File: src/rtl/core/bb_pkg.sv
`default_nettype none

package bb_pkg;

  localparam int DEF_MAX_WIDTH = 1024;

  localparam int CHAN_W     = 8;
  localparam int PIX_W      = 3 * CHAN_W;
  localparam int FUNC_W     = 1;
  localparam int CFG_IDX_W  = 1;
  localparam int CFG_DATA_W = 16;
  localparam int FW_W       = 11;
  localparam int FH_W       = 16;
  localparam int IN_ROW_W   = FH_W + 1;
  localparam int SUM_W      = 12;
  localparam int NUM_W      = SUM_W + 1;
  localparam int CNT_W      = 4;
  localparam int RCP_W      = 17;
  localparam int RCP_SH     = 17;

  localparam logic [FW_W-1:0] FW_RESET = 11'd640;
  localparam logic [FH_W-1:0] FH_RESET = 16'd480;

  localparam logic [CFG_IDX_W-1:0] REG_FRAME_WIDTH  = 1'd0;
  localparam logic [CFG_IDX_W-1:0] REG_FRAME_HEIGHT = 1'd1;

  localparam logic [FUNC_W-1:0] FUNC_DRAIN = 1'b1;

  // Rounded-up reciprocal of twice the neighbour count, scaled by 2**RCP_SH.
  // With this scaling the product with (2*sum + count) truncates to the exact quotient.
  function automatic logic [RCP_W-1:0] recip(input logic [CNT_W-1:0] cnt);
    logic [RCP_W-1:0] m;
    case (cnt)
      4'd1:    m = 17'd65536;
      4'd2:    m = 17'd32768;
      4'd3:    m = 17'd21846;
      4'd4:    m = 17'd16384;
      4'd5:    m = 17'd13108;
      4'd6:    m = 17'd10923;
      4'd7:    m = 17'd9363;
      4'd8:    m = 17'd8192;
      4'd9:    m = 17'd7282;
      default: m = '0;
    endcase
    return m;
  endfunction

endpackage

`default_nettype wire

File: src/rtl/core/bb_mean.sv
`default_nettype none

module bb_mean (
  input  logic [bb_pkg::NUM_W-1:0]  num,
  input  logic [bb_pkg::CNT_W-1:0]  cnt,
  output logic [bb_pkg::CHAN_W-1:0] mean
);
  import bb_pkg::*;

  logic [RCP_W-1:0]       rcp;
  logic [NUM_W+RCP_W-1:0] prod;

  assign rcp  = recip(cnt);
  assign prod = {{RCP_W{1'b0}}, num} * {{NUM_W{1'b0}}, rcp};
  assign mean = prod[RCP_SH+CHAN_W-1:RCP_SH];

endmodule

`default_nettype wire

File: config.mk
export PLATFORM = sky130hd
export DESIGN_NAME = bb_mean
export DESIGN_NICKNAME = d
export VERILOG_FILES = /design/src/rtl/core/bb_pkg.sv /design/src/rtl/core/bb_mean.sv
export SDC_FILE = /design/constraint.sdc
export NUM_CORES = 1
export LEC_CHECK = 0
export BUFFER_PORTS_ARGS = -buffer_cell sky130_fd_sc_hd__buf_2
export CORE_UTILIZATION = 55
export DETAILED_ROUTE_END_ITERATION = 10
export MAX_ROUTING_LAYER = met4
export PLACE_DENSITY = 0.72
export SLEW_MARGIN = 20
export SYNTH_ARGS = -nofsm -noshare
export SYNTH_HDL_FRONTEND = slang
export SYNTH_SLANG_ARGS = --single-unit
export TNS_END_PERCENT = 1
File: constraint.sdc
create_clock -name vclk -period 9.85
set_clock_uncertainty 0.15 [all_clocks]
set_input_delay 1.4775 -clock vclk [all_inputs]
set_output_delay 1.4775 -clock vclk [all_outputs]
set_load 0.02 [all_outputs]
==> metrics.cfg <==
[run_status]
status=completed

[finish]
syn_to_final_growth_pct=3.274
drive_gt1_share_pct=5.638
n_clock_buffer=0
diodes=0
final_cells=888
stdcell_area_um2=6630
fill_cells=1073
seq_cells=0
register_area_um2=0
final_nets=975

[drt]
drt_first_pass_iters=8
drcViolationCount=0
via_count=4812
via_per_inst=5.419
wl_per_cell_um=16.41
routed_wl_um=14570
ant_nets=0
drtIter0Drc=276

[synth]
syn-num-nets=974
syn_avg_cell_area_um2=8.606
synthTopCellsByArea=fa_1, inv_1, ha_1, nand2_1, and2_1
synth_top_area_share_pct=48.65
syn_inst=746
ys_seq_area_share_pct=0
syn-cell-area_um2=6420
yosysUniqueCellTypes=42
synth_area_leader_cell=fa_1
synth_warnings=0

[worst_setup_path]
crit_fanout=13
end_kind=output pin
crit_type=in -> out
start_kind=input port
required_ns=8.22
cp_data_arrival_time_ns=7.53

[power]
p_per_area_nw_per_um2=86.10
p_leak_uw=0.003571
vdd_drop_max_mv=0.08876

[sta]
final-max-slew-violation-count=0
period_share_pct=92.99
setup_viol=0
relSlewSlack_pct=45.67
fin_setup_tns_ns=0
layout_min_cycle_time_ns=9.159
hold_ws_ns=3.703
hold_viol_final=0
worst_pin_slew_ns=0.8120
fmax_ghz=0.1092
rsz0062_at_grt=no

[floorplanning]
die_x_um=110.0
die-area_um2=12110
initial_core_util_pct=56.22
fp.dieH_um=110.0
row_count=39
io_pins=25
core_area_um2=11420

[global_routing]
grt_pass1_vias=5269
overflow=0
grt_max_degree=19
antenna_found_initial=0
grtUsageTotal_pct=28.24
grt_pass1_wl_um=25020

[place]
dp.cells=888
placed_area_um2=6630
dpl.hpwl_um=12640
portBuffers=25
place.gp.congestion=0.9543

[run]
max_cap_viol_count=0

[hold_path]
hold_path.class=in -> out

[clock_tree]
holdBufCountCts=0
cts_resized=0
post_cts.repair.setup_buffers=0

## layout make-up
| type | instances | area, µm² | share of cell area, % |
|---|---|---|---|
| timing repair buffer | 32 | 177.7 | 2.680 |
| tap | 143 | 178.9 | 2.699 |
| inverter | 216 | 810.8 | 12.23 |
| multi-input combinational | 497 | 5463 | 82.39 |
## per-layer routing
layer | track usage [%] | routed length (µm) | part of all wire [%]
met2 | 49.20 | 7413 | 51
met3 | 1.293 | 545 | 3.7
met4 | 13.43 | 822 | 5.6
met1 | 33.89 | 5789 | 40
met5 | - | 0 | 0
## report_power, final
group	switching [µW]	internal [µW]
Clock	0	0
Combinational	345	226
Sequential	0	0
Total	345	226
## path summary, 6_finish.rpt
kind / startpoint / slack (ns) / cells after the start / to
setup / recovery: cnt[2] / 0.69 / 23 / mean[6]
hold / removal: num[11] / 3.70 / 6 / mean[7]
## through the flow
stage	total power (µW)	utilization [%]	setup WS, ns
CTS	574.5	58.06	0.7487
detailed placement	570.3	58.06	0.7792
global placement	552.9	58.06	0.8597
global route	656.4	58.06	0.2782
floorplan	425.9	-	1.256
finish	570.9	58.06	0.6907
## placed cells by master (no fill, tap or decap), drive strengths merged, types with 5 or more instances in the layout
master	Yosys	routed
inv	216	216
xnor2	11	11
ha	55	55
buf	3	32
fa	156	156
and2	62	62
nand2	107	107
and3	17	17
o21ai	15	15
o211ai	5	5
nor2	10	10
a21oi	8	8
## critical path, stage by stage
cell and delay (ns):
buf_2 0.23, nor2b_1 0.17, buf_4 0.17, and2_1 0.35, inv_1 0.07, nand2_1 0.36
nand2_1 0.15, fa_1 0.51, fa_1 0.52, inv_1 0.08, fa_1 0.49, fa_1 0.48
inv_1 0.05, fa_1 0.47, inv_1 0.04, ha_1 0.30, and3_1 0.21, nand4_1 0.23
o2bb2ai_1 0.47, nor2_2 0.12, o31ai_2 0.27, xnor2_1 0.14, buf_2 0.17
## synthesized netlist by cell type, types with 2 or more instances
| library cell | count |
|---|---|
| o21ai_0 | 13 |
| nand2b_1 | 3 |
| xor2_1 | 3 |
| buf_6 | 3 |
| xnor2_1 | 11 |
| nand2_1 | 107 |
| nor2b_1 | 2 |
| or2_2 | 2 |
| mux2i_1 | 4 |
| and2_1 | 62 |
| a21o_1 | 4 |
| a21oi_1 | 8 |
| o211ai_1 | 5 |
| a211oi_1 | 2 |
| ha_1 | 55 |
| and3_1 | 17 |
| fa_1 | 156 |
| nor3_1 | 2 |
| o21a_1 | 4 |
| nand3_1 | 4 |
| o31ai_2 | 2 |
| o21ai_1 | 2 |
| and4_1 | 2 |
| a211o_1 | 2 |
| nor3b_4 | 2 |
| nor2_1 | 9 |
| clkbuf_1 | 30 |
| inv_1 | 216 |
## logic make-up after synthesis
logic type	after synthesis	share of synthesized area, %
buf+inv	249	14.91
fa+ha+maj	211	59.36
compound gates	50	5.730
xor+xnor	15	2.261
simple gates	217	17.11
mux	4	0.6237
(Power assumes the default switching activity.)
