$ cat config.mk
export PLATFORM = sky130hd
export DESIGN_NAME = bb_cell
export DESIGN_NICKNAME = d
export VERILOG_FILES = /design/src/rtl/core/bb_pkg.sv /design/src/rtl/core/bb_cell.sv
export SDC_FILE = /design/constraint.sdc
export NUM_CORES = 1
export LEC_CHECK = 0
export BUFFER_PORTS_ARGS = -buffer_cell sky130_fd_sc_hd__buf_4
export CORE_MARGIN = 1
export CORE_UTILIZATION = 43
export CTS_CLUSTER_SIZE = 16
export DETAILED_ROUTE_END_ITERATION = 10
export PLACE_DENSITY = 0.94
export SLEW_MARGIN = 10
export SYNTH_ARGS = -nofsm -noshare
export SYNTH_HDL_FRONTEND = slang
export SYNTH_SLANG_ARGS = --single-unit
$ cat constraint.sdc
create_clock -name clk -period 2 [get_ports clk]
set_input_delay 0.3 -clock clk [delete_from_list [all_inputs] [get_ports clk]]
set_output_delay 0.3 -clock clk [all_outputs]
set_load 0.01 [all_outputs]
$ cat src/rtl/core/bb_pkg.sv
`default_nettype none

package bb_pkg;

  localparam int DEF_MAX_WIDTH = 1024;

  localparam int CHAN_W     = 8;
  localparam int PIX_W      = 3 * CHAN_W;
  localparam int FUNC_W     = 1;
  localparam int CFG_IDX_W  = 1;
  localparam int CFG_DATA_W = 16;
  localparam int FW_W       = 11;
  localparam int FH_W       = 16;
  localparam int IN_ROW_W   = FH_W + 1;
  localparam int SUM_W      = 12;
  localparam int NUM_W      = SUM_W + 1;
  localparam int CNT_W      = 4;
  localparam int RCP_W      = 17;
  localparam int RCP_SH     = 17;

  localparam logic [FW_W-1:0] FW_RESET = 11'd640;
  localparam logic [FH_W-1:0] FH_RESET = 16'd480;

  localparam logic [CFG_IDX_W-1:0] REG_FRAME_WIDTH  = 1'd0;
  localparam logic [CFG_IDX_W-1:0] REG_FRAME_HEIGHT = 1'd1;

  localparam logic [FUNC_W-1:0] FUNC_DRAIN = 1'b1;

  // Rounded-up reciprocal of twice the neighbour count, scaled by 2**RCP_SH.
  // With this scaling the product with (2*sum + count) truncates to the exact quotient.
  function automatic logic [RCP_W-1:0] recip(input logic [CNT_W-1:0] cnt);
    logic [RCP_W-1:0] m;
    case (cnt)
      4'd1:    m = 17'd65536;
      4'd2:    m = 17'd32768;
      4'd3:    m = 17'd21846;
      4'd4:    m = 17'd16384;
      4'd5:    m = 17'd13108;
      4'd6:    m = 17'd10923;
      4'd7:    m = 17'd9363;
      4'd8:    m = 17'd8192;
      4'd9:    m = 17'd7282;
      default: m = '0;
    endcase
    return m;
  endfunction

endpackage

`default_nettype wire

$ cat src/rtl/core/bb_cell.sv
`default_nettype none

module bb_cell (
  input  logic                     clk,
  input  logic                     rst_n,
  input  logic                     shift,
  input  logic                     incl,
  input  logic [bb_pkg::PIX_W-1:0] d,
  output logic [bb_pkg::PIX_W-1:0] q,
  output logic [bb_pkg::PIX_W-1:0] contrib
);
  import bb_pkg::*;

  logic [PIX_W-1:0] q_r;

  always_ff @(posedge clk) begin
    if (!rst_n) begin
      q_r <= '0;
    end else if (shift) begin
      q_r <= d;
    end
  end

  assign q       = q_r;
  assign contrib = incl ? q_r : '0;

endmodule

`default_nettype wire

==> out/metrics.yaml, run 1 <==
status:
  run_status: "complete, no violations"
timing:
  period_needed_ns: 1.27
  report.final.slew_viol_count: 0
  finalCritPeriodShare_pct: 63.4
  setup_viol: 0
  rsz0062_at_grt: "no"
  fin_skew_ns: 0
  hold_viol_final: 0
  relSlewSlack_pct: 73.6
  fin_setup_tns_ns: 0
  fin_hold_ws_ns: 0.238
  worst_pin_slew_ns: 0.395
  max_freq_mhz: 789
synth:
  syn-num-nets: 131
  synthTopCellsByArea: "dfxtp_1 44%, mux2i_1 22%, and2_1 14%, nor2b_1 14%, buf_12 3.7%"
  synth_top_area_share_pct: 44.2
  synth_async_sr_flop_share_pct: 0
  syn_area_sq_um: 1090
  seq_area_frac_synth_pct: 44.2
  synth_xor_area_share_pct: 0
  synthMuxAreaShare_pct: 22.1
  netlist_instances: 103
  synth-simple-area-share_pct: 27.6
  synth-adder-area-share_pct: 0
  synth_top_flop_cell: "dfxtp_1"
  synthDistinctLibCells: 7
  yosysTopAreaCell: "dfxtp_1"
  synth_common_cells: "24 x and2_1, 24 x dfxtp_1, 24 x mux2i_1, 24 x nor2b_1, 4 x clkbuf_1"
  synth_compound_area_share_pct: 0
  ys_warn_count: 0
  synth-edff-count: 0
  ys_ff_latch: 24
  syn_area_per_cell_sq_um: 10.6
  synth_top_family_by_area: "simple AND/OR/NAND/NOR gates"
die:
  start_util_pct: 47.3
  rows: 17
  die_h_microns: 52.3
  die-area_sq_um: 2730
  io_pins: 76
  core_area_sq_um: 2300
  die_w_microns: 52.3
hold_path:
  worstHoldStart: "d[3]"
  worstHoldPathCells: 3
  hold_path_end: "q[3]"
  hp-class: "in -> reg"
finish:
  finish.utilization_pct: 72.1
  fillerInstances: 187
  drive_gt1_share_pct: 45.1
  syn2layout_area_growth_pct: 52.2
  design_area_sq_um: 1660
  n_antenna_cell: 0
  largest_reg_flops: 24
  layout.nets: 204
critical_path:
  crit_buf_inv: 1
  path_cells: "and2_1 > buf_4"
  r2r_start: "q[22]"
  reg2reg_slack_ns: 1.33
  r2r_cells: 2
  rr_endpoint: "q[22]"
  crit_arrival_ns: 0.97
  worstPathRequired_ns: 1.70
  max_stage_delay_ns: 0.39
  crit_family: "flip-flops"
  crit_path_start_kind: "flop"
  worstPathMaxFanout: 3
  cp-end-kind: "primary output"
  crit_slowest_cell: "dfxtp_1"
  crit_type: "reg -> out"
clock_network:
  clockBufferDepth: 2
  cts_hold_buf: 0
  postCtsSetupBuffers: 0
  root_buffer: "clkbuf_4"
  cts_tree: "yes"
  clk_pin_slew_ns: 0.12
  numCtsBuffers: 3
  cts_resized: 0
  cts.sinks: 24
  clock_latency_ns: 0.31
  htreeDepth: 1
job:
  maxCapViolations: 0
route:
  first_pass_iters: 3
  routed_wl_microns: 2520
  vias: 931
  drt_iter0_drc: 2
  wl_per_cell_microns: 12.4
  via_per_inst: 4.59
  final_antenna_net_count: 0
  drc: 0
power_and_ir_drop:
  finalPower_mw: 0.997
  ir_worst_vdd_uv: 511
  powerDensity_nw_per_um2: 602
  p_leak_nw: 0.856
global_route:
  antenna_found_initial: 0
  grt_max_degree: 25
  overflow: 0
  grt_usage_pct: 18.0
  grt_pass1_vias: 851
  grt_pass1_wl_microns: 3670
placement:
  port-buffer-count: 75
  dpl_cell_area_sq_um: 1620
  dp_hpwl_microns: 1980
  gp_congestion: 0.758
-- placed cells by master, fill, tap and decap left out --
master / n
and2_1: 24
buf_4: 75
clkbuf_4: 3
clkbuf_8: 1
dfxtp_1: 24
mux2i_1: 24
nor2b_1: 24
-- worst register-to-register path: stages (launching register included) --
cell and delay [ns]:
dfxtp_1 0.35, mux2i_1 0.16, nor2b_1 0.06
-- how the worst max path moves through the flow --
stage / start / to / slack, ns / cells after the start
after floorplan: incl / contrib[10] / 1.03 / 2
after global placement: incl / contrib[3] / 0.93 / 3
after detailed placement: shift / q[22] / 0.90 / 3
after CTS: q[3] / contrib[3] / 0.71 / 2
after global routing: q[3] / contrib[3] / 0.67 / 2
final: q[3] / contrib[3] / 0.73 / 2
-- cell type report --
| type | count | area, sq um | share of cell area, % |
|---|---|---|---|
| Clock buffer | 4 | 36.3 | 2.19 |
| Multi-Input combinational cell | 72 | 541 | 32.7 |
| Sequential cell | 24 | 480 | 29.0 |
| Tap cell | 28 | 35.0 | 2.12 |
| Timing Repair Buffer | 75 | 563 | 34.0 |
-- power breakdown --
part           leakage, nW  internal (mW)  switching, mW  total [mW]
clock network       0.0210          0.111          0.139       0.250
registers            0.198          0.507         0.0206       0.527
logic                0.637          0.130         0.0885       0.219
total                0.856          0.749          0.248       0.997
-- cells by family (layout without fill, tap and decap cells) --
family,Yosys count,in the layout
buf+inv,7,79
flops,24,24
mux,24,24
simple gates,48,48
-- per-layer routing --
metal | up-vias | global-route usage (%) | wire (microns) | part of all wire [%]
met3 | 3 | 4.35 | 116 | 4.6
met1 | 426 | 18.1 | 942 | 37
li1 | 475 | - | - | -
met5 | - | 0 | 0 | 0
met2 | 27 | 36.3 | 1450 | 58
met4 | 0 | 3.95 | 11 | 0.44
-- stage by stage --
stage          cells  setup WS [ns]
6_report         203          0.733
5_1_grt          203          0.667
4_1_cts          203          0.712
3_5_place_dp     199          0.898
3_3_place_gp     199          0.928
2_1_floorplan    103           1.03
Note: power is estimated with default switching activity, not from simulation.
==> run 2: changes to the inputs <==
- CORE_UTILIZATION: 43 -> 36
- PLACE_DENSITY: 0.94 -> 0.85
- clock period: 2 -> 1.12 ns (I/O delays scaled with it)
==> run 2 against run 1 <==
  * The run now ends with design-rule violations left
  * Register-to-register slack got worse by 0.93 ns
  * Global-route usage shrank 3.1 points
  * Final area increased by 7.9%
  * Hold slack worse by 0.12 ns
  * Count of clock-buffer cells in the layout unchanged
  * Wire length is 4.6% higher
  * Clock skew unchanged
  * Die area grew 19%
  * Flip-flop and latch count is the same
==> out/metrics.yaml, run 2 (synthesis gave the netlist of run 1 again) <==
route:
  vias: 942
  first_pass_iters: 6
  drc: 4
  via_per_inst: 4.55
  routed_wl_microns: 2640
  final_antenna_net_count: 0
  drt_iter0_drc: 10
  wl_per_cell_microns: 12.7
timing:
  relSlewSlack_pct: 73.8
  final.setup.worst_slack_ns: 0.0427
  hold_viol_final: 0
  worst_pin_slew_ns: 0.393
  fin_hold_ws_ns: 0.114
  setup_viol: 0
  report.final.slew_viol_count: 0
  finalCritPeriodShare_pct: 96.2
  max_freq_mhz: 928
  period_needed_ns: 1.08
  fin_skew_ns: 0
power_and_ir_drop:
  finalPower_mw: 1.82
  p_leak_nw: 0.900
  powerDensity_nw_per_um2: 1020
  ir_worst_vdd_uv: 869
placement:
  dp.cells: 202
  gp_congestion: 0.729
  pre_cts_ws_ns: 0.157
  port-buffer-count: 75
  dp_hpwl_microns: 1930
finish:
  largest_reg_flops: 24
  finish.utilization_pct: 63.7
  final_cells: 207
  n_antenna_cell: 0
  final_common_cell: "buf_4"
  layout.nets: 205
  final_cell_mix: "60 x buf_4, 24 x mux2i_1, 24 x nor2b_1, 24 x dfxtp_2, 16 x buf_6"
  drive_gt1_share_pct: 65.9
  syn2layout_area_growth_pct: 64.3
critical_path:
  max_stage_delay_ns: 0.35
  critPathLaunch: "q[20]"
  crit_family: "flip-flops"
  crit_slowest_cell: "dfxtp_2"
  crit_path_start_kind: "flop"
  crit_buf_inv: 1
  cp-end-kind: "primary output"
  worstPathRequired_ns: 0.95
  crit_type: "reg -> out"
  r2r_start: "q[22]"
  worstPathMaxFanout: 3
  path_cells: "and2_1 > buf_4"
  crit_arrival_ns: 0.91
hold_path:
  hp-class: "in -> reg"
  worstHoldStart: "d[5]"
global_route:
  grt_usage_pct: 14.9
  antenna_found_initial: 0
  grt_pass1_vias: 871
  overflow: 0
  grt_max_degree: 25
  grt_pass1_wl_microns: 3870
die:
  die_w_microns: 57.0
  core_area_sq_um: 2810
  rows: 19
  start_util_pct: 38.8
  io_pins: 76
  die_h_microns: 57.0
  die-area_sq_um: 3240
clock_network:
  clockBufferDepth: 2
  clk_pin_slew_ns: 0.13
  root_buffer: "clkbuf_4"
  cts_tree: "yes"
  htreeDepth: 1
  numCtsBuffers: 3
  cts_hold_buf: 0
  clock_latency_ns: 0.30
  cts.sinks: 24
status:
  run_status: "finished with violations"
  violations: "design-rule violations"
job:
  maxCapViolations: 0
run 2: changes by cell type in the layout (fill, tap and decap cells not counted), sizes merged:
cell,previous run,this run
buf,75,76
run 2: metrics by stage:
| step | instance area (sq um) | TNS [ns] |
|---|---|---|
| 2_1_floorplan | 1090 | 0 |
| 3_3_place_gp | 1620 | 0 |
| 3_5_place_dp | 1620 | 0 |
| 4_1_cts | 1660 | 0 |
| 5_1_grt | 1790 | -0.000668 |
| 6_report | 1790 | 0 |
run 2: final cells by class:
class                           instances  area [sq um]
Fill cell                             236          1020
Tap cell                               31          38.8
Timing Repair Buffer                   76           631
Multi-Input combinational cell         72           571
Clock buffer                            4          36.3
Sequential cell                        24           510
run 2: worst paths after layout:
check	to	slack, ns	cells after the start
max	contrib[20]	0.04	2
min	q[5]	0.11	3
max reg2reg	q[22]	0.40	3
min reg2reg	q[15]	0.53	2
run 2: power breakdown:
part	internal, mW	total, mW	switching [mW]
logic	0.261	0.428	0.167
registers	0.915	0.954	0.0385
clock network	0.198	0.436	0.239
run 2: metal layers:
layer	track usage [%]	vias to the layer above	share of wire, %
met5	0	-	0
met4	4.18	0	1.0
met3	1.59	2	3.8
met2	29.6	25	56
met1	16.5	435	40
li1	-	480	-
run 2: worst min-delay path: stages:
cell and delay, ns:
buf_4 0.07, mux2i_1 0.05, nor2b_1 0.09
run 2: repair_timing:
item	in CTS	in global routing
endpoints found under the setup margin	1	24
buffers inserted	0	1
gates resized for setup	1	51
cloned	0	0
